===== src/rtl/ogru_pkg.sv =====
// Shared types and constants for the occupancy grid ray update block.
// No dependencies; imported by every module of the block but ogru_fifo.
package ogru_pkg;

    localparam int unsigned CRD_W = 12;  // signed coordinate fields
    localparam int unsigned CW    = 9;   // on-map coordinate / size width
    localparam int unsigned EW    = 12;  // Bresenham error term
    localparam int unsigned DW_16 = 16;  // log-odds config and result width

    localparam logic OP_RAY  = 1'b0;
    localparam logic OP_READ = 1'b1;

    localparam logic [1:0] ST_OK        = 2'd0;
    localparam logic [1:0] ST_START_OFF = 2'd1;
    localparam logic [1:0] ST_END_OFF   = 2'd2;

    localparam logic [2:0] REG_GRID_WIDTH  = 3'd0;
    localparam logic [2:0] REG_GRID_HEIGHT = 3'd1;
    localparam logic [2:0] REG_FREE_DELTA  = 3'd2;
    localparam logic [2:0] REG_OCC_DELTA   = 3'd3;
    localparam logic [2:0] REG_PRIOR       = 3'd4;

    // Classified item as queued between front and back.
    typedef struct packed {
        logic                 op;
        logic [1:0]           status;
        logic [CW-1:0]        touched;
        logic [CW-1:0]        major;
        logic signed [EW-1:0] err0;
        logic signed [EW-1:0] e_inc;   // err step when no minor move
        logic signed [EW-1:0] e_dec;   // err step after a minor move
    } t_job;

endpackage


===== src/rtl/ogru_front.sv =====
// Front part: takes input words, checks map bounds, sets up the Bresenham walk.
// Depends on ogru_pkg.
module ogru_front #(
    parameter int unsigned AW = 16
) (
    input  logic                          i_clk,
    input  logic                          i_rst_n,
    input  logic                          i_valid,
    output logic                          o_ready,
    input  logic                          i_op,
    input  logic [ogru_pkg::CRD_W-1:0]    i_sx,
    input  logic [ogru_pkg::CRD_W-1:0]    i_sy,
    input  logic [ogru_pkg::CRD_W-1:0]    i_ex,
    input  logic [ogru_pkg::CRD_W-1:0]    i_ey,
    input  logic [ogru_pkg::CW-1:0]       i_w,
    input  logic [ogru_pkg::CW-1:0]       i_h,
    input  logic                          i_clr,
    input  logic                          i_q_full,
    output logic                          o_push,
    output ogru_pkg::t_job                o_job,
    output logic [AW-1:0]                 o_addr,
    output logic [AW-1:0]                 o_inc_a,
    output logic [AW-1:0]                 o_inc_b
);
    import ogru_pkg::*;

    logic             r_iv;
    logic             r_op;
    logic [CRD_W-1:0] r_sx, r_sy, r_ex, r_ey;

    logic             acc;
    logic             s_on, e_on;
    logic [CW-1:0]    sxn, syn, exn, eyn;
    logic signed [CW:0] dx, dy;
    logic [CW:0]      adx, ady;
    logic [CW-1:0]    ax, ay, major, minor;
    logic             xpos, ypos, x_major;
    logic [AW-1:0]    xinc, winc, maj_inc, min_inc;
    logic [CW-1:0]    mx, my;
    logic [2*CW-1:0]  prod;
    logic [2*CW:0]    lin;
    logic signed [EW-1:0] two_min, two_maj;

    function automatic logic on_map(input logic [CRD_W-1:0] c, input logic [CW-1:0] lim);
        on_map = !c[CRD_W-1] && (c[CRD_W-2:0] < {{(CRD_W-1-CW){1'b0}}, lim});
    endfunction

    assign o_push  = r_iv && !i_q_full;
    assign o_ready = !i_clr && (!r_iv || !i_q_full);
    assign acc     = i_valid && o_ready;

    always_ff @(posedge i_clk) begin
        if (!i_rst_n) begin
            r_iv <= 1'b0;
        end else if (acc) begin
            r_iv <= 1'b1;
        end else if (o_push) begin
            r_iv <= 1'b0;
        end
    end

    always_ff @(posedge i_clk) begin
        if (acc) begin
            r_op <= i_op;
            r_sx <= i_sx;
            r_sy <= i_sy;
            r_ex <= i_ex;
            r_ey <= i_ey;
        end
    end

    always_comb begin
        s_on = on_map(r_sx, i_w) && on_map(r_sy, i_h);
        e_on = on_map(r_ex, i_w) && on_map(r_ey, i_h);
        sxn  = r_sx[CW-1:0];
        syn  = r_sy[CW-1:0];
        exn  = r_ex[CW-1:0];
        eyn  = r_ey[CW-1:0];

        dx   = $signed({1'b0, exn}) - $signed({1'b0, sxn});
        dy   = $signed({1'b0, eyn}) - $signed({1'b0, syn});
        adx  = dx[CW] ? -dx : dx;
        ady  = dy[CW] ? -dy : dy;
        ax   = adx[CW-1:0];
        ay   = ady[CW-1:0];
        xpos = !dx[CW] && (dx != '0);
        ypos = !dy[CW] && (dy != '0);
        x_major = (ax > ay);
        major   = x_major ? ax : ay;
        minor   = x_major ? ay : ax;

        // x step moves one cell, y step moves one row
        xinc    = xpos ? AW'(1) : '1;
        winc    = ypos ? AW'(i_w) : AW'(0) - AW'(i_w);
        maj_inc = x_major ? xinc : winc;
        min_inc = x_major ? winc : xinc;

        two_min = $signed({{(EW-CW-1){1'b0}}, minor, 1'b0});
        two_maj = $signed({{(EW-CW-1){1'b0}}, major, 1'b0});

        mx   = (r_op == OP_READ) ? exn : sxn;
        my   = (r_op == OP_READ) ? eyn : syn;
        prod = my * i_w;
        lin  = {1'b0, prod} + {{(CW+1){1'b0}}, mx};

        o_job.op      = r_op;
        if (r_op == OP_READ) begin
            o_job.status = e_on ? ST_OK : ST_END_OFF;
        end else begin
            priority if (!s_on) o_job.status = ST_START_OFF;
            else if (!e_on)     o_job.status = ST_END_OFF;
            else                o_job.status = ST_OK;
        end
        o_job.touched = major + CW'(1);
        o_job.major   = major;
        o_job.err0    = two_min - $signed({{(EW-CW){1'b0}}, major});
        o_job.e_inc   = two_min;
        o_job.e_dec   = two_min - two_maj;
        o_addr  = AW'(lin);
        o_inc_a = maj_inc;
        o_inc_b = maj_inc + min_inc;
    end

endmodule


===== config.mk =====
export PLATFORM = sky130hd
export DESIGN_NAME = ogru_front
export DESIGN_NICKNAME = d
export VERILOG_FILES = /design/src/rtl/ogru_pkg.sv /design/src/rtl/ogru_front.sv
export SDC_FILE = /design/constraint.sdc
export NUM_CORES = 1
export LEC_CHECK = 0
export ABC_AREA = 0
export BUFFER_PORTS_ARGS = -buffer_cell sky130_fd_sc_hd__buf_2
export CORE_MARGIN = 10
export CORE_UTILIZATION = 62
export CTS_BUF_LIST = sky130_fd_sc_hd__clkbuf_16
export DETAILED_ROUTE_END_ITERATION = 12
export GPL_ROUTABILITY_DRIVEN = 0
export PLACE_DENSITY_LB_ADDON = 0.12
export SYNTH_ARGS = -nofsm -noshare
export SYNTH_HDL_FRONTEND = slang
export SYNTH_SLANG_ARGS = --single-unit

===== constraint.sdc =====
create_clock -name i_clk -period 15.8 [get_ports i_clk]
set_input_delay 3.16 -clock i_clk [delete_from_list [all_inputs] [get_ports i_clk]]
set_output_delay 3.16 -clock i_clk [all_outputs]
set_load 0.005 [all_outputs]

Word level (Yosys, flattened, before mapping) --
Cells that the tools add are included.
Operators by class: shift operators 0, div/mod/pow operators 0, add/subtract/negate cells 10, bitwise logic cells 0, muxes and demuxes 15, equal/unequal tests 0, multipliers 1, $lt $le $gt $ge 5, reduce and logical (&&, ||, !) cells 24
Operators by type and width (count):
- 2-to-1 mux 16 bit | 4
- 2-to-1 mux 9 bit | 6
- < comparator 11 x 9 -> 1 bit | 4
- nonzero test 10 bit | 2
- subtractor 9 x 9 -> 10 bit | 2
- negation 9 bit | 2
- adder 16 bit | 1
- adder 16 x 9 -> 16 bit | 1
- multiplier 9 x 9 -> 16 bit | 1
- logical AND 1 bit | 11
- subtractor 10 x 10 -> 11 bit | 1
- subtractor 10 x 9 -> 11 bit | 1
- subtractor 1 x 9 -> 10 bit (first input constant) | 1
- adder 9 x 1 -> 9 bit (second input constant) | 1
- > comparator 9 bit | 1
- logical NOT 1 bit | 9
- 2-to-1 mux 2 bit | 3
- 2-to-1 mux 1 bit | 2
- nonzero test 2 bit | 1
- logical OR 1 bit | 1
Storage, ports and cells: ROM bits 0, input bits 72, bits in writable memories 0, word-level logic and storage cells 61, bits in registers 50, memories kept 0, bits in latches 0

Longest topological paths before layout --
depth after elaboration 6, depth in mapped cells 34

Worst setup path before layout --
No wires, ideal clock.
path type input to output, from input port i_w[2] in the netlist's numbering, to output port o_addr[15], path buffers 1, cell stages on the path 20, arrival time 7880 ps, path slack 4760 ps, data required time 12640 ps, path through clkbuf_1 nand2_1 fa_1 fa_1 inv_1 ha_1 inv_1 fa_1 inv_1 fa_1 ha_1 inv_1 o21bai_1 a21oi_1 o21bai_1 a211o_1 a2111oi_0 o31ai_1 a21oi_1 xnor2_1
Between the ends: cells in the longest elaborated chain, start to end 2
RTL lines:
- start: declaration | RTL line ogru_front.sv:15 | input logic [ogru_pkg::CW-1:0] i_w,
- multiplier 9 x 9 -> 16 bit | RTL line ogru_front.sv:103 | prod = my * i_w;
- adder 16 x 9 -> 16 bit | RTL line ogru_front.sv:104 | lin = {1'b0, prod} + {{(CW+1){1'b0}}, mx};
- end: declaration | RTL line ogru_front.sv:21 | output logic [AW-1:0] o_addr,
No other way between the ends.

Worst setup path after layout --
Same ends and word-level chain as after synthesis.

==> flow_summary.json <==
{
  "drc": 0,
  "grt_overflow": 0,
  "synthCells": 975,
  "dieArea_sq_mm": 0.0189,
  "p_leak_uw": 0.00484,
  "max_clock_freq_mhz": 87.2,
  "layout_commonest_cell": "buf_2",
  "layout_common_cells": "174 x buf_2, 147 x inv_1, 126 x ha_1",
  "vdd_drop_max_v": 0.000222,
  "grt_usage": 0.217,
  "met3_usage": 0.0470,
  "nFillCells": 1107,
  "syn_area_per_cell_sq_um": 8.76,
  "yosysTopAreaCell": "ha_1",
  "wl_per_cell_microns": 15.9,
  "required_ns": 12.64,
  "synth_area_sq_mm": 0.00854,
  "finish.utilization": 0.723,
  "crit_type": "in -> out",
  "syn2layout_area_growth_pct": 12.9,
  "cts_resized": 0,
  "synth_async_sr_flop_share": 0,
  "grt_max_degree": 51,
  "portBuffers": 174,
  "hp-class": "reg -> reg",
  "numCtsBuffers": 5,
  "antenna_found_initial": 1,
  "cts-root-buf": "clkbuf_16",
  "crit_arrival_ns": 8.31,
  "maxSlewViolCount": 0,
  "hold_violations": 0,
  "synth_seq_cells": 50,
  "grt_pass1_vias": 6983,
  "vias_per_cell": 5.54,
  "die_h_microns": 137,
  "dpl.hpwl_mm": 18.1,
  "postCtsHoldBufs": 0,
  "synth-edff-count": 49,
  "cts_htree_levels": 2,
  "seqCellArea_sq_mm": 0.00149,
  "tns_ns": 0,
  "clock_path_buffers": 2,
  "outcome": "finished clean",
  "yosysWarnings": 0,
  "multi_input_area_sq_mm": 0.00633,
  "gr-usage-met2": 0.349,
  "layout_min_cycle_time_ns": 11.47,
  "numClockSinks": 50,
  "relSlewSlack": 0.243,
  "grt_pass1_wl_mm": 33.7,
  "synth_top_area_frac": 0.185,
  "post-route-period-util": 0.726,
  "cts_setup_buffers": 0,
  "yosys-top-cells-area": "ha_1 18%, edfxtp_1 17%, fa_1 14%",
  "grtUsageMet1": 0.297,
  "clock_latency_ns": 0.29,
  "rsz0062_at_grt": "false",
  "cp-start-kind": "primary input",
  "ys_seq_area_frac": 0.175,
  "endpoint_kind": "primary output",
  "synth_ff_type": "edfxtp_1",
  "vias": 7247,
  "cts_tree": "built",
  "start_util": 0.640,
  "rows": 42,
  "core_sq_mm": 0.0133,
  "power.density_mw_per_mm2": 190,
  "synth_cell_type_count": 84,
  "nNetsFinal": 1386,
  "clk_pin_slew_ns": 0.07,
  "layout-drive-gt1-share": 0.197,
  "pin_count": 179,
  "detail-route-antenna-nets": 0,
  "fin_skew_ns": 0.00729,
  "drtIter0Drc": 539,
  "die_w_microns": 137,
  "setup_viol": 0,
  "grt.busiest_layer": "met2",
  "firstDrtPassIters": 5,
  "tightest_slew_ns": 1.14,
  "cp_max_fo": 12,
  "drv_cap": 0,
  "routed_wirelength_mm": 20.8
}
==> registers in the layout, summed over array words and instances (netlist names) <==
signal	cells
r_ex	12
r_ey	12
r_iv	1
r_op	1
r_sx	12
r_sy	12
==> per-layer routing <==
layer  part of all wire  vias to the layer above
li1                   -                     3616
met1               0.45                     3347
met5                  0                        -
met2               0.45                      264
met4              0.011                        0
met3              0.089                       20
==> layout make-up <==
type | count | share of cell area
Multi-Input combinational cell | 747 | 0.656
Sequential cell | 50 | 0.155
Timing Repair Buffer | 179 | 0.0942
Inverter | 147 | 0.0572
Tap cell | 176 | 0.0228
Clock buffer | 5 | 0.0130
Clock inverter | 3 | 0.00195
Antenna cell | 1 | 0.000259
==> kinds of logic after synthesis <==
logic type                 share of synthesized area
DFF                                            0.175
and+or+nand+nor                                0.145
muxes                                         0.0176
buffers and inverters                         0.0860
other                                       0.000439
adders and majority gates                      0.321
AOI/OAI and AO/OA                              0.174
xor gates and xnor gates                      0.0818
==> critical path, cell delays in order <==
cell	delay, ns
buf_2	0.22
nand2_1	0.11
fa_1	0.54
fa_1	0.52
inv_1	0.04
ha_1	0.26
inv_1	0.05
fa_1	0.53
inv_1	0.05
fa_1	0.47
ha_1	0.35
inv_1	0.07
o21bai_1	0.08
a21oi_1	0.22
o21bai_1	0.12
a211o_1	0.33
a2111oi_0	0.57
o31ai_1	0.15
a21oi_1	0.19
xnor2_1	0.13
buf_2	0.13
==> synth_stat cells (14+ instances only) <==
cell / count
and2_1: 20
a21o_1: 23
nor3_1: 15
nand2_1: 87
fa_1: 58
a21oi_1: 68
nand3_1: 17
xnor2_1: 52
clkbuf_1: 16
ha_1: 126
o21ai_0: 38
xor2_1: 19
inv_1: 146
edfxtp_1: 49
buf_4: 14
nor2_1: 48
==> final timing paths <==
| path | startpoint | end | slack (ns) | depth (start not counted) |
|---|---|---|---|---|
| max | i_w[2] | o_addr[15] | 4.33 | 21 |
| min | r_iv$_SDFFE_PN0P_ | r_iv$_SDFFE_PN0P_ | 0.55 | 2 |
| min reg2reg | r_iv$_SDFFE_PN0P_ | r_iv$_SDFFE_PN0P_ | 0.55 | 2 |
| max reg2reg | r_iv$_SDFFE_PN0P_ | r_ex[2]$_DFFE_PP_ | 13.98 | 2 |
==> power by group <==
group | internal, uW | switching [uW] | leakage, uW
Combinational | 739 | 833 | 0.00431
Clock | 58.1 | 48.0 | 0.0000672
Sequential | 153 | 3.78 | 0.000467
Total | 950 | 885 | 0.00484
==> metrics by stage <==
step | power, uW | cells | instance area [sq um] | hold slack [ns] | setup WS (ns)
final | 1830 | 1308 | 9640 | 0.547 | 4.33
after global routing | 2050 | 1308 | 9640 | 0.607 | 3.95
after CTS | 1860 | 1307 | 9640 | 0.548 | 4.30
after detailed placement | 1740 | 1299 | 9500 | 0.535 | 4.33
after global placement | 1710 | 1299 | 9500 | 0.518 | 4.38
after floorplan | 1230 | 978 | 8550 | 0.493 | 4.76
No activity file was read; power rests on OpenSTA's default activity.
