File: src/rtl/ogru_fifo.sv
// Two-entry queue between the front (classify) and back (grid walk) parts.
// Generic data width; no package dependency.
module ogru_fifo #(
    parameter int unsigned DW = 8
) (
    input  logic          i_clk,
    input  logic          i_rst_n,
    input  logic          i_push,
    input  logic [DW-1:0] i_data,
    output logic          o_full,
    input  logic          i_pop,
    output logic          o_valid,
    output logic [DW-1:0] o_data
);

    logic [DW-1:0] r_mem [2];
    logic          r_wp;
    logic          r_rp;
    logic [1:0]    r_cnt;

    assign o_full  = r_cnt[1];
    assign o_valid = (r_cnt != 2'd0);
    assign o_data  = r_mem[r_rp];

    always_ff @(posedge i_clk) begin
        if (!i_rst_n) begin
            r_wp  <= 1'b0;
            r_rp  <= 1'b0;
            r_cnt <= 2'd0;
        end else begin
            if (i_push) r_wp <= ~r_wp;
            if (i_pop)  r_rp <= ~r_rp;
            unique case ({i_push, i_pop})
                2'b10:   r_cnt <= r_cnt + 2'd1;
                2'b01:   r_cnt <= r_cnt - 2'd1;
                default: r_cnt <= r_cnt;
            endcase
        end
    end

    always_ff @(posedge i_clk) begin
        if (i_push) r_mem[r_wp] <= i_data;
    end

endmodule

File: config.mk
export PLATFORM = sky130hd
export DESIGN_NAME = ogru_fifo
export DESIGN_NICKNAME = d
export VERILOG_FILES = /design/src/rtl/ogru_fifo.sv
export SDC_FILE = /design/constraint.sdc
export NUM_CORES = 1
export LEC_CHECK = 0
export BUFFER_PORTS_ARGS = -buffer_cell sky130_fd_sc_hd__buf_2
export CORE_UTILIZATION = 52
export DETAILED_ROUTE_END_ITERATION = 16
export HOLD_SLACK_MARGIN = 0.02
export PLACE_DENSITY = 0.8
export SETUP_SLACK_MARGIN = 0.2
export SLEW_MARGIN = 20
export SYNTH_ARGS = -nofsm -noshare
export SYNTH_HDL_FRONTEND = slang
export SYNTH_SLANG_ARGS = --single-unit
File: constraint.sdc
create_clock -name i_clk -period 2.9 [get_ports i_clk]
set_clock_uncertainty 0.15 [all_clocks]
set_input_delay 0.58 -clock i_clk [delete_from_list [all_inputs] [get_ports i_clk]]
set_output_delay 0.58 -clock i_clk [all_outputs]
set_load 0.05 [all_outputs]
Word-level counts from Yosys, hierarchy flattened
Memories as Yosys holds them, arrays and structs flattened. A register that Yosys moved wholly into a read port is not among the register bits.
Index checks and enable logic that the tools add are counted.
{ "totals": {"ff_bits": 4, "wordCells": 17, "n_memories": 1, "out_inout_bits": 10, "mem_bits_rw": 16} }
{ "mem_list": {"columns": ["name", "words", "width", "rd", "rd_ports_with_merged_regs", "wr", "line_no", "rtl"], "rows": [
  ["r_mem", 2, 8, 1, 1, 1, "16", "logic [DW-1:0] r_mem [2];"]
]} }
{ "classes": {"n_reduce_logical": 2, "eq_ne": 2, "mux": 5, "addsub": 2, "bitwise_logic": 2} }
{ "op_table": {"columns": ["cell", "count"], "rows": [
  ["1-bit 2-to-1 mux", 4],
  ["2-bit one-hot mux with 2 select lines", 1],
  ["2-bit nonzero test", 2],
  ["2-bit by 1-bit adder with 2-bit output (second input constant)", 1],
  ["2-bit by 1-bit == test with 1-bit output (second input constant)", 1],
  ["2-bit == test (second input constant)", 1],
  ["1-bit inverter", 2],
  ["2-bit by 1-bit subtractor with 2-bit output (second input constant)", 1]
]} }

Depth between registers and ports, before layout
Gate-level depths: netlist (run 1).
{ "logic_depth": {"depth_word": 3, "depth_mapped": 5, "ltp_nobuf": 5} }

Least setup slack after synthesis (run 1)
Ideal clock, no wire load.
{ "synth_path": {"kind": "reg-to-output", "startpoint": "register r_cnt[1]", "endpoint": "output o_valid", "path_buffers": 0, "required_ns": 2.170, "setup_slack_ns": 1.180, "stages_incl_launch_ff": 2, "arrival_time_ns": 0.990, "cell_sequence": "dfxtp_1 -> or2_2"} }
{ "synth_via": {"elab_chain_cells": 1} }
{ "synth_rtl": {"columns": ["element", "line_no", "rtl"], "rows": [
  ["from (decl)", "19", "logic [1:0] r_cnt;"],
  ["from (signal assigned)", "34", "2'b10: r_cnt <= r_cnt + 2'd1;"],
  ["from (signal assigned)", "35", "2'b01: r_cnt <= r_cnt - 2'd1;"],
  ["from (signal assigned)", "36", "default: r_cnt <= r_cnt;"],
  ["2-bit nonzero test", "22", "assign o_valid = (r_cnt != 2'd0);"],
  ["to (decl)", "12", "output logic o_valid,"]
]} }
No other way between the ends.

==> metrics, run 1 <==
layout cell share with drive strength beyond 1 0.471; Worst VDD drop 466 uV; share of the synthesized area in the top cell type 0.611; worst r2r src r_wp; dominant synthesized flop cell edfxtp_1; part of the Yosys area used for sequential elements 0.739; Tmin final 2.16 ns; Die Wd 40.9 um; P&R area growth vs syn 18.5%; Final setup viols 0; crit-path cells mux2_2, buf_2; Num CTS Buffers 3; Final Hold Viols 0; Std-Cell Rows 13; Setup Crit Path Kind reg -> out; Setup Buffers After CTS 0; CP max FO 8; hold slack final 0.317 ns; fin area 931 um^2; Yosys reg bits 21; register area 581 um^2; simple-gate area share of the yosys netlist 0.0605; largest net degree at the start of global routing 12; Worst-Skew Late Latency 0.29 ns; yosys warns 0; cells after synthesis 46; Clock Tree Buf Depth 2; Avg WL per Cell 14.6 um; CP Data Arrival Time 1.43 ns; Synth Area in XOR/XNOR 0.0334; Sink Count 21; antenna-violating nets left 0; Post-Layout Cell Count 85; CP endpoint kind primary output; CP top delay family flip-flops; DRC 0; cts hold-fix bufs 0; Final nets 84; antenna fix cells 0; post-synthesis mux area share 0.115; HP Start i_data[7]; PortBufs 21; gr ovfl total 0; placed cells 81; routability congestion estimate from global placement 0.682; CTS tree done; largest family of logic cells by synthesized area multiplexers; power consumption 0.000617 W; final WL 1240 um; Slew HR 0.501; total global-route track usage 0.173; R2R setup slack 1.46 ns; # fillers 103; Multi-input gate area 196 um^2; synthesized-area fraction occupied by adder cells 0.0159; RSZ-0062 raised after global routing false; Power Density 662 nW/um^2; count of pins over their slew limit 0; compound-gate portion of the synthesized area 0.0255; CORE AREA 1350 um^2; Synth area leaders edfxtp_1, dfxtp_1, mux2_2, and2_1, xnor2_1; Critical Path End o_data[7]; Max stage delay on crit path 0.54 ns; Yosys top cell by area edfxtp_1; FF-to-FF End r_mem[0][0]; synth unique cells 16; vias 443; first-pass GRT wire length 1810 um; worst path bufs/invs 1; Worst Max-Slew Pin Slew 0.746 ns; syn_nets 59; Starting Density 0.582; clock-pin slew on the worst setup and hold paths 0.11 ns; cts repair resizes 0; most frequent cells in the layout buf_2, edfxtp_1, mux2_2; chip height 40.9 um; leak pwr 0.370 nW; Req. time, crit path 2.17 ns; hold crit path type in -> reg; total of max-cap violations 0; commonest non-fill, non-tap cell in the layout buf_2; Worst Reg-to-Reg Cells 1; Post-DP HPWL 913 um; Final period util 0.744; Post-synth EDFFs 16; Startpoint Class flop; Synth Cell Area 786 um^2; DRT iter0 DRCs 5; max frequency 463 MHz; vias in the first global route 428; post-DR vias/cell 5.21; die area 1670 um^2; Post-Syn Area per Cell 17.1 um^2; DRT Pass-1 Iters 4; initial antenna violation count 0; asr flop ratio synth 0; H-tree depth 1; Post-DP Area 905 um^2; Max stage delay cell, worst path dfxtp_1; outcome completed; Sum Neg Setup Slack 0 ns; Stages on worst setup path 2; I/O pin count 22; clock root buffer clkbuf_4
==> synth_stat cells (all sizes together), types with 2 or more instances <==
library cell  number
edfxtp            16
mux2               8
dfxtp              5
and2               4
xnor2              2
==> sequential cells by signal, summed over array words and instances (netlist names), named ones only <==
name   cells
r_wp       1
r_mem     16
r_rp       1
r_cnt      2
==> final cells by class <==
| type | count | share of cell area |
|---|---|---|
| inverter | 1 | 0.00403 |
| clock buffer | 4 | 0.0282 |
| tap | 15 | 0.0202 |
| timing repair buffer | 21 | 0.113 |
| multi-input combinational | 23 | 0.211 |
| sequential | 21 | 0.624 |
==> per-stage QoR <==
stage | setup slack [ns] | util
2_1_floorplan | 1.18 | -
3_3_place_gp | 1.07 | 0.670
3_5_place_dp | 1.05 | 0.670
4_1_cts | 0.716 | 0.690
5_1_grt | 0.662 | 0.690
6_report | 0.742 | 0.690
==> power breakdown <==
group | leakage, nW | total (W) | internal [W] | switching [W]
registers | 0.192 | 0.000356 | 0.000344 | 0.0000119
clock network | 0.0150 | 0.000135 | 0.0000534 | 0.0000814
logic | 0.163 | 0.000126 | 0.0000412 | 0.0000845
total | 0.370 | 0.000617 | 0.000439 | 0.000178
==> how the worst min path moves through the flow <==
stage | cells after the start | to | slack (ns)
2_1_floorplan | 2 | flop | 0.40
3_3_place_gp | 2 | r_cnt[1] | 0.33
3_5_place_dp | 2 | r_cnt[1] | 0.35
4_1_cts | 1 | r_mem[1][7] | 0.32
5_1_grt | 1 | r_mem[1][7] | 0.31
6_report | 1 | r_mem[1][7] | 0.32
==> routing by layer <==
layer,global-route usage,up-vias,part of all wire
met5,0,-,0
met4,0.0500,0,0
met3,0.0489,0,0.036
met2,0.309,11,0.54
met1,0.200,216,0.43
li1,-,216,-
==> kinds of logic after synthesis <==
logic type / Yosys count
fa+ha+maj: 1
simple gates: 8
compound gates: 3
xor+xnor: 3
flops: 21
buf+inv: 2
mux: 8
(Power assumes the default switching activity.)
==> run 2, diff against run 1 <==
--- a/config.mk
+++ b/config.mk
@@ -6,10 +6,11 @@
 export NUM_CORES = 1
 export LEC_CHECK = 0
 export BUFFER_PORTS_ARGS = -buffer_cell sky130_fd_sc_hd__buf_2
-export CORE_UTILIZATION = 52
+export CORE_ASPECT_RATIO = 1.25
+export CORE_UTILIZATION = 44
 export DETAILED_ROUTE_END_ITERATION = 16
 export HOLD_SLACK_MARGIN = 0.02
-export PLACE_DENSITY = 0.8
+export PLACE_DENSITY = 0.72
 export SETUP_SLACK_MARGIN = 0.2
 export SLEW_MARGIN = 20
 export SYNTH_ARGS = -nofsm -noshare
==> constraint.sdc (replaced) <==
create_clock -name i_clk -period 1.8 [get_ports i_clk]
set_clock_uncertainty 0.15 [all_clocks]
set_input_delay 0.36 -clock i_clk [delete_from_list [all_inputs] [get_ports i_clk]]
set_output_delay 0.36 -clock i_clk [all_outputs]
set_load 0.05 [all_outputs]
==> metrics, run 2 (synthesis results as in run 1) <==
antenna-violating nets left 0 (unchanged); first-pass GRT wire length 1930 um (+6.9%); CP endpoint kind primary output; CTS tree done; Avg WL per Cell 13.2 um (-9.5%); commonest non-fill, non-tap cell in the layout edfxtp_1; CORE AREA 1620 um^2 (+20%); cts hold-fix bufs 0 (unchanged); Final nets 87 (+3.6%); Post-DP HPWL 800 um (-12%); CP Data Arrival Time 1.21 ns (-0.22 ns); P&R area growth vs syn 34.4%; chip height 49.2 um (+20%); # fillers 124 (+20%); Power Density 1010 nW/um^2 (+52%); clock root buffer clkbuf_4; Largest register FFs 16 (unchanged); I/O pin count 22 (unchanged); Setup Crit Path Kind reg -> out; total of max-cap violations 0 (unchanged); initial antenna violation count 0 (unchanged); Post-Layout Cell Count 91 (+7.1%); layout cell share with drive strength beyond 1 0.534 (+0.0628); post-DR vias/cell 4.95 (-5.1%); Sum Neg Setup Slack 0 ns (unchanged); Worst Max-Slew Pin Slew 0.380 ns (-0.367 ns); DRT iter0 DRCs 8 (+3); hold crit path type in -> reg; Tmin final 1.72 ns; Num CTS Buffers 3 (unchanged); Max stage delay cell, worst path dfxtp_4; Slew HR 0.747 (+0.246); DRC 0 (unchanged); Die Wd 39.8 um (-2.6%); max frequency 581 MHz; largest net degree at the start of global routing 12 (unchanged); Sink Count 21 (unchanged); Worst-Skew Late Latency 0.30 ns (about the same); CP top delay family flip-flops; gr ovfl total 0 (unchanged); most frequent cells in the layout edfxtp_1, buf_2, mux2_4, buf_6, and2_1; RSZ-0062 raised after global routing true; Worst VDD drop 582 uV (+25%); Final Util 0.651 (-0.0383); Startpoint Class flop; Final period util 0.956; Final setup viols 0 (unchanged); outcome completed; crit-path cells mux2_4, buf_6; Top Registers r_mem (16), r_cnt (2); Multi-input gate area 229 um^2 (+17%); routability congestion estimate from global placement 0.619 (-9.3%); CP max FO 8 (unchanged); placed cells 85 (+4.9%); PortBufs 21 (unchanged); die area 1960 um^2 (+17%); Req. time, crit path 1.29 ns (-0.88 ns); DRT Pass-1 Iters 4 (unchanged); clock-pin slew on the worst setup and hold paths 0.12 ns (about the same); count of pins over their slew limit 0 (unchanged); vias in the first global route 483 (+13%); total global-route track usage 0.148 (-0.0254); final WL 1200 um (-3.1%); Starting Density 0.485 (-0.0975); antenna fix cells 0 (unchanged); vias 450 (+1.6%); Top reg by flops r_mem; Max stage delay on crit path 0.45 ns (-0.09 ns); Clock Tree Buf Depth 2 (unchanged); H-tree depth 1 (unchanged); worst path bufs/invs 1 (unchanged); Std-Cell Rows 16 (+3); leak pwr 0.436 nW (+18%); Final Hold Viols 0 (unchanged); register area 587 um^2 (+1.1%)
## run 2: cell types whose count changed in the layout (fill, tap and decap cells not counted), sizes merged
cell	before	now
buf	21	24
## run 2: through the flow
step	hold slack (ns)	power (W)	setup slack, ns	instance area [um^2]
global route	0.0854	0.00111	0.0308	1060
detailed placement	0.347	0.000788	0.178	916
floorplan	0.309	0.000738	0.300	786
CTS	0.0921	0.00105	0.0596	1030
global placement	0.331	0.000784	0.187	916
finish	0.0926	0.00106	0.0788	1060
## run 2: timing repair
item / in CTS / in global routing
gates resized for setup: 29 / 3
buffers inserted: 0 / 2
pin swaps: 0 / 0
cloned: 0 / 0
endpoints found under the setup margin: 9 / 9
## run 2: path summary, 6_finish.rpt
kind / startpoint / to / slack, ns / cells past startpoint
worst min register to register: r_rp / flop / 0.42 / 2
worst max-delay path: flop / o_data[5] / 0.08 / 2
worst min-delay path: i_data[2] / r_mem[0][2] / 0.09 / 1
worst max register to register: r_cnt[0] / r_cnt[1] / 0.52 / 4
## run 2: per-layer routing
layer,GRT usage,vias up,share of wire
li1,-,221,-
met1,0.165,214,0.44
met2,0.235,13,0.50
met3,0.0320,2,0.043
met4,0.103,0,0.014
met5,0,-,0
## run 2: report_power, final
part	total [W]	switching [W]	internal [W]	leakage [nW]
clock network	0.000218	0.000132	0.0000862	0.0150
logic	0.000269	0.000146	0.000123	0.228
registers	0.000575	0.0000195	0.000556	0.193
total	0.00106	0.000298	0.000765	0.436
## run 2: area by class of cell
cell class	instances	area share
repair buffers	24	0.178
multi-input cells	23	0.217
inverters	1	0.00355
well taps	18	0.0213
clock buffers	4	0.0249
flip-flops and latches	21	0.556
==> run 3, diff against run 2 <==
==> config.mk (replaced) <==
export PLATFORM = sky130hd
export DESIGN_NAME = ogru_fifo
export DESIGN_NICKNAME = d
export VERILOG_FILES = /design/src/rtl/ogru_fifo.sv
export SDC_FILE = /design/constraint.sdc
export NUM_CORES = 1
export LEC_CHECK = 0
export CORE_UTILIZATION = 52
export DETAILED_ROUTE_END_ITERATION = 16
export DONT_BUFFER_PORTS = 1
export PLACE_DENSITY = 0.7
export SETUP_SLACK_MARGIN = 0.2
export SLEW_MARGIN = 20
export SYNTH_ARGS = -nofsm -noshare
export SYNTH_HDL_FRONTEND = slang
export SYNTH_SLANG_ARGS = --single-unit
==> metrics, run 3 (synthesis results as in run 1) <==
CTS tree done; Startpoint Class flop; CP top delay family flip-flops; worst hold endpoint r_wp; setup slack at placement 0.255 ns (+0.0770 ns); count of pins over their slew limit 0 (unchanged); Power Density 1050 nW/um^2 (+4.5%); Setup Crit Path Kind reg -> out; Die Wd 40.9 um (+2.7%); Final period util 0.920 (-0.0367); DRC 0 (unchanged); worst path bufs/invs 0 (-1); Avg WL per Cell 17.6 um (+33%); Worst Reg-to-Reg Cells 3 (-1); P&R area growth vs syn 21.8%; routability congestion estimate from global placement 0.533 (-14%); Worst Hold Path Cells 1 (unchanged); Worst-Skew Late Latency 0.29 ns (about the same); leak pwr 0.360 nW (-18%); Final setup viols 0 (unchanged); antenna fix cells 0 (unchanged); most frequent cells in the layout edfxtp_1, mux2_4, dlygate4sd3_1; RSZ-0062 raised after global routing true; layout cell share with drive strength beyond 1 0.254 (-0.280); post-DR vias/cell 5.43 (+9.9%); HP Start i_rst_n; largest net degree at the start of global routing 12 (unchanged); DRT iter0 DRCs 7 (-1); Slew HR 0.735 (-0.0119); first-pass GRT wire length 1940 um (+0.31%); Req. time, crit path 1.29 ns (about the same); hold crit path type in -> reg; Worst VDD drop 654 uV (+12%); R2R setup slack 0.54 ns (+0.02 ns); Post-DP HPWL 835 um (+4.4%); Tmin final 1.66 ns (-0.0660 ns); max frequency 604 MHz (+4.0%); crit-path cells mux2_4; final WL 1300 um (+8.3%); Num CTS Buffers 3 (unchanged); worst r2r src r_cnt[1]; total global-route track usage 0.194 (+0.0464); Stages on worst setup path 1 (-1); Top reg by flops r_mem; Max stage delay on crit path 0.45 ns (about the same); clock root buffer clkbuf_4; CP max FO 8 (unchanged); WL met2 751 um (+25%); H-tree depth 1 (unchanged); Met3 Wirelength 64 um (+25%); CORE AREA 1350 um^2 (-17%); die area 1670 um^2 (-15%); total of max-cap violations 0 (unchanged); antenna-violating nets left 0 (unchanged); chip height 40.9 um (-17%); Sink Count 21 (unchanged); CP Data Arrival Time 1.15 ns (-0.06 ns); final setup margin 0.145 ns (+0.0660 ns); FF-to-FF End r_cnt[1]; Worst Max-Slew Pin Slew 0.398 ns (+0.0178 ns); Final Hold Viols 0 (unchanged); DRT Pass-1 Iters 3 (-1); Sum Neg Setup Slack 0 ns (unchanged); Top Registers r_mem (16), r_cnt (2); Starting Density 0.582 (+0.0975); Std-Cell Rows 13 (-3); PortBufs 0 (-100%); Clock Tree Buf Depth 2 (unchanged); CP endpoint kind primary output; clock-pin slew on the worst setup and hold paths 0.11 ns (about the same); outcome completed; vias in the first global route 431 (-11%); gr ovfl total 0 (unchanged); vias 402 (-11%); top routing layer in use met3; Max stage delay cell, worst path dfxtp_4; M1 WL 483 um (-8.7%); Largest register FFs 16 (unchanged); I/O pin count 22 (unchanged); Final nets 73 (-16%); initial antenna violation count 0 (unchanged); commonest non-fill, non-tap cell in the layout edfxtp_1
==> run 3: cell count changes in the layout (fill, tap and decap cells not counted), sizes merged <==
cell / change
dlygate4sd3: +8
buf: -22
==> run 3: worst reg2reg max path, delay by kind of cell, from the launching register on <==
family | cells | cell delay (ns)
compound gates | 1 | 0.14
simple gates | 1 | 0.39
buf+inv | 1 | 0.19
flops | 1 | 0.33
==> run 3: report_power, final <==
part | switching (W) | total [W] | internal (W)
Clock | 0.000132 | 0.000218 | 0.0000862
Sequential | 0.0000213 | 0.000576 | 0.000555
Combinational | 0.000136 | 0.000212 | 0.0000764
Total | 0.000289 | 0.00101 | 0.000717
==> run 3: worst max path at each step <==
| stage | from | end | slack (ns) |
|---|---|---|---|
| floorplan | r_cnt[1] | o_valid | 0.30 |
| detailed placement | flop | o_data[7] | 0.25 |
| CTS | flop | o_data[7] | 0.13 |
| global placement | flop | o_data[5] | 0.28 |
| global route | flop | o_data[2] | 0.11 |
| finish | flop | o_data[7] | 0.14 |
==> run 3: what timing repair did <==
| item | CTS | global route |
|---|---|---|
| setup endpoints to repair | 8 | 9 |
| hold buffers | 8 | 0 |
| hold endpoints to repair | 16 | 0 |
| setup buffers | 0 | 0 |
| cloned | 0 | 0 |
| resized for setup | 10 | 1 |
==> run 3: layout make-up <==
type / count / area (um^2)
fillers: 91 / 393
flip-flops and latches: 21 / 584
repair buffers: 10 / 95.1
well taps: 15 / 18.8
inverters: 1 / 3.75
multi-input cells: 23 / 229
clock buffers: 4 / 26.3
==> run 3: per-layer routing <==
| metal | vias up | GRT usage |
|---|---|---|
| li1 | 193 | - |
| met1 | 194 | 0.207 |
| met2 | 15 | 0.352 |
| met3 | 0 | 0.0598 |
| met4 | 0 | 0.0750 |
| met5 | - | 0 |
==> run 3: metrics by stage <==
stage	instances	hold WS, ns	util	instance area, um^2	total power (W)
final	74	0.0257	0.709	957	0.00101
after detailed placement	62	0.309	0.603	815	0.000761
after floorplan	46	0.309	-	786	0.000738
after global placement	62	0.309	0.603	815	0.000752
after global routing	74	0.00535	0.709	957	0.00104
after CTS	74	0.0188	0.707	955	0.00100
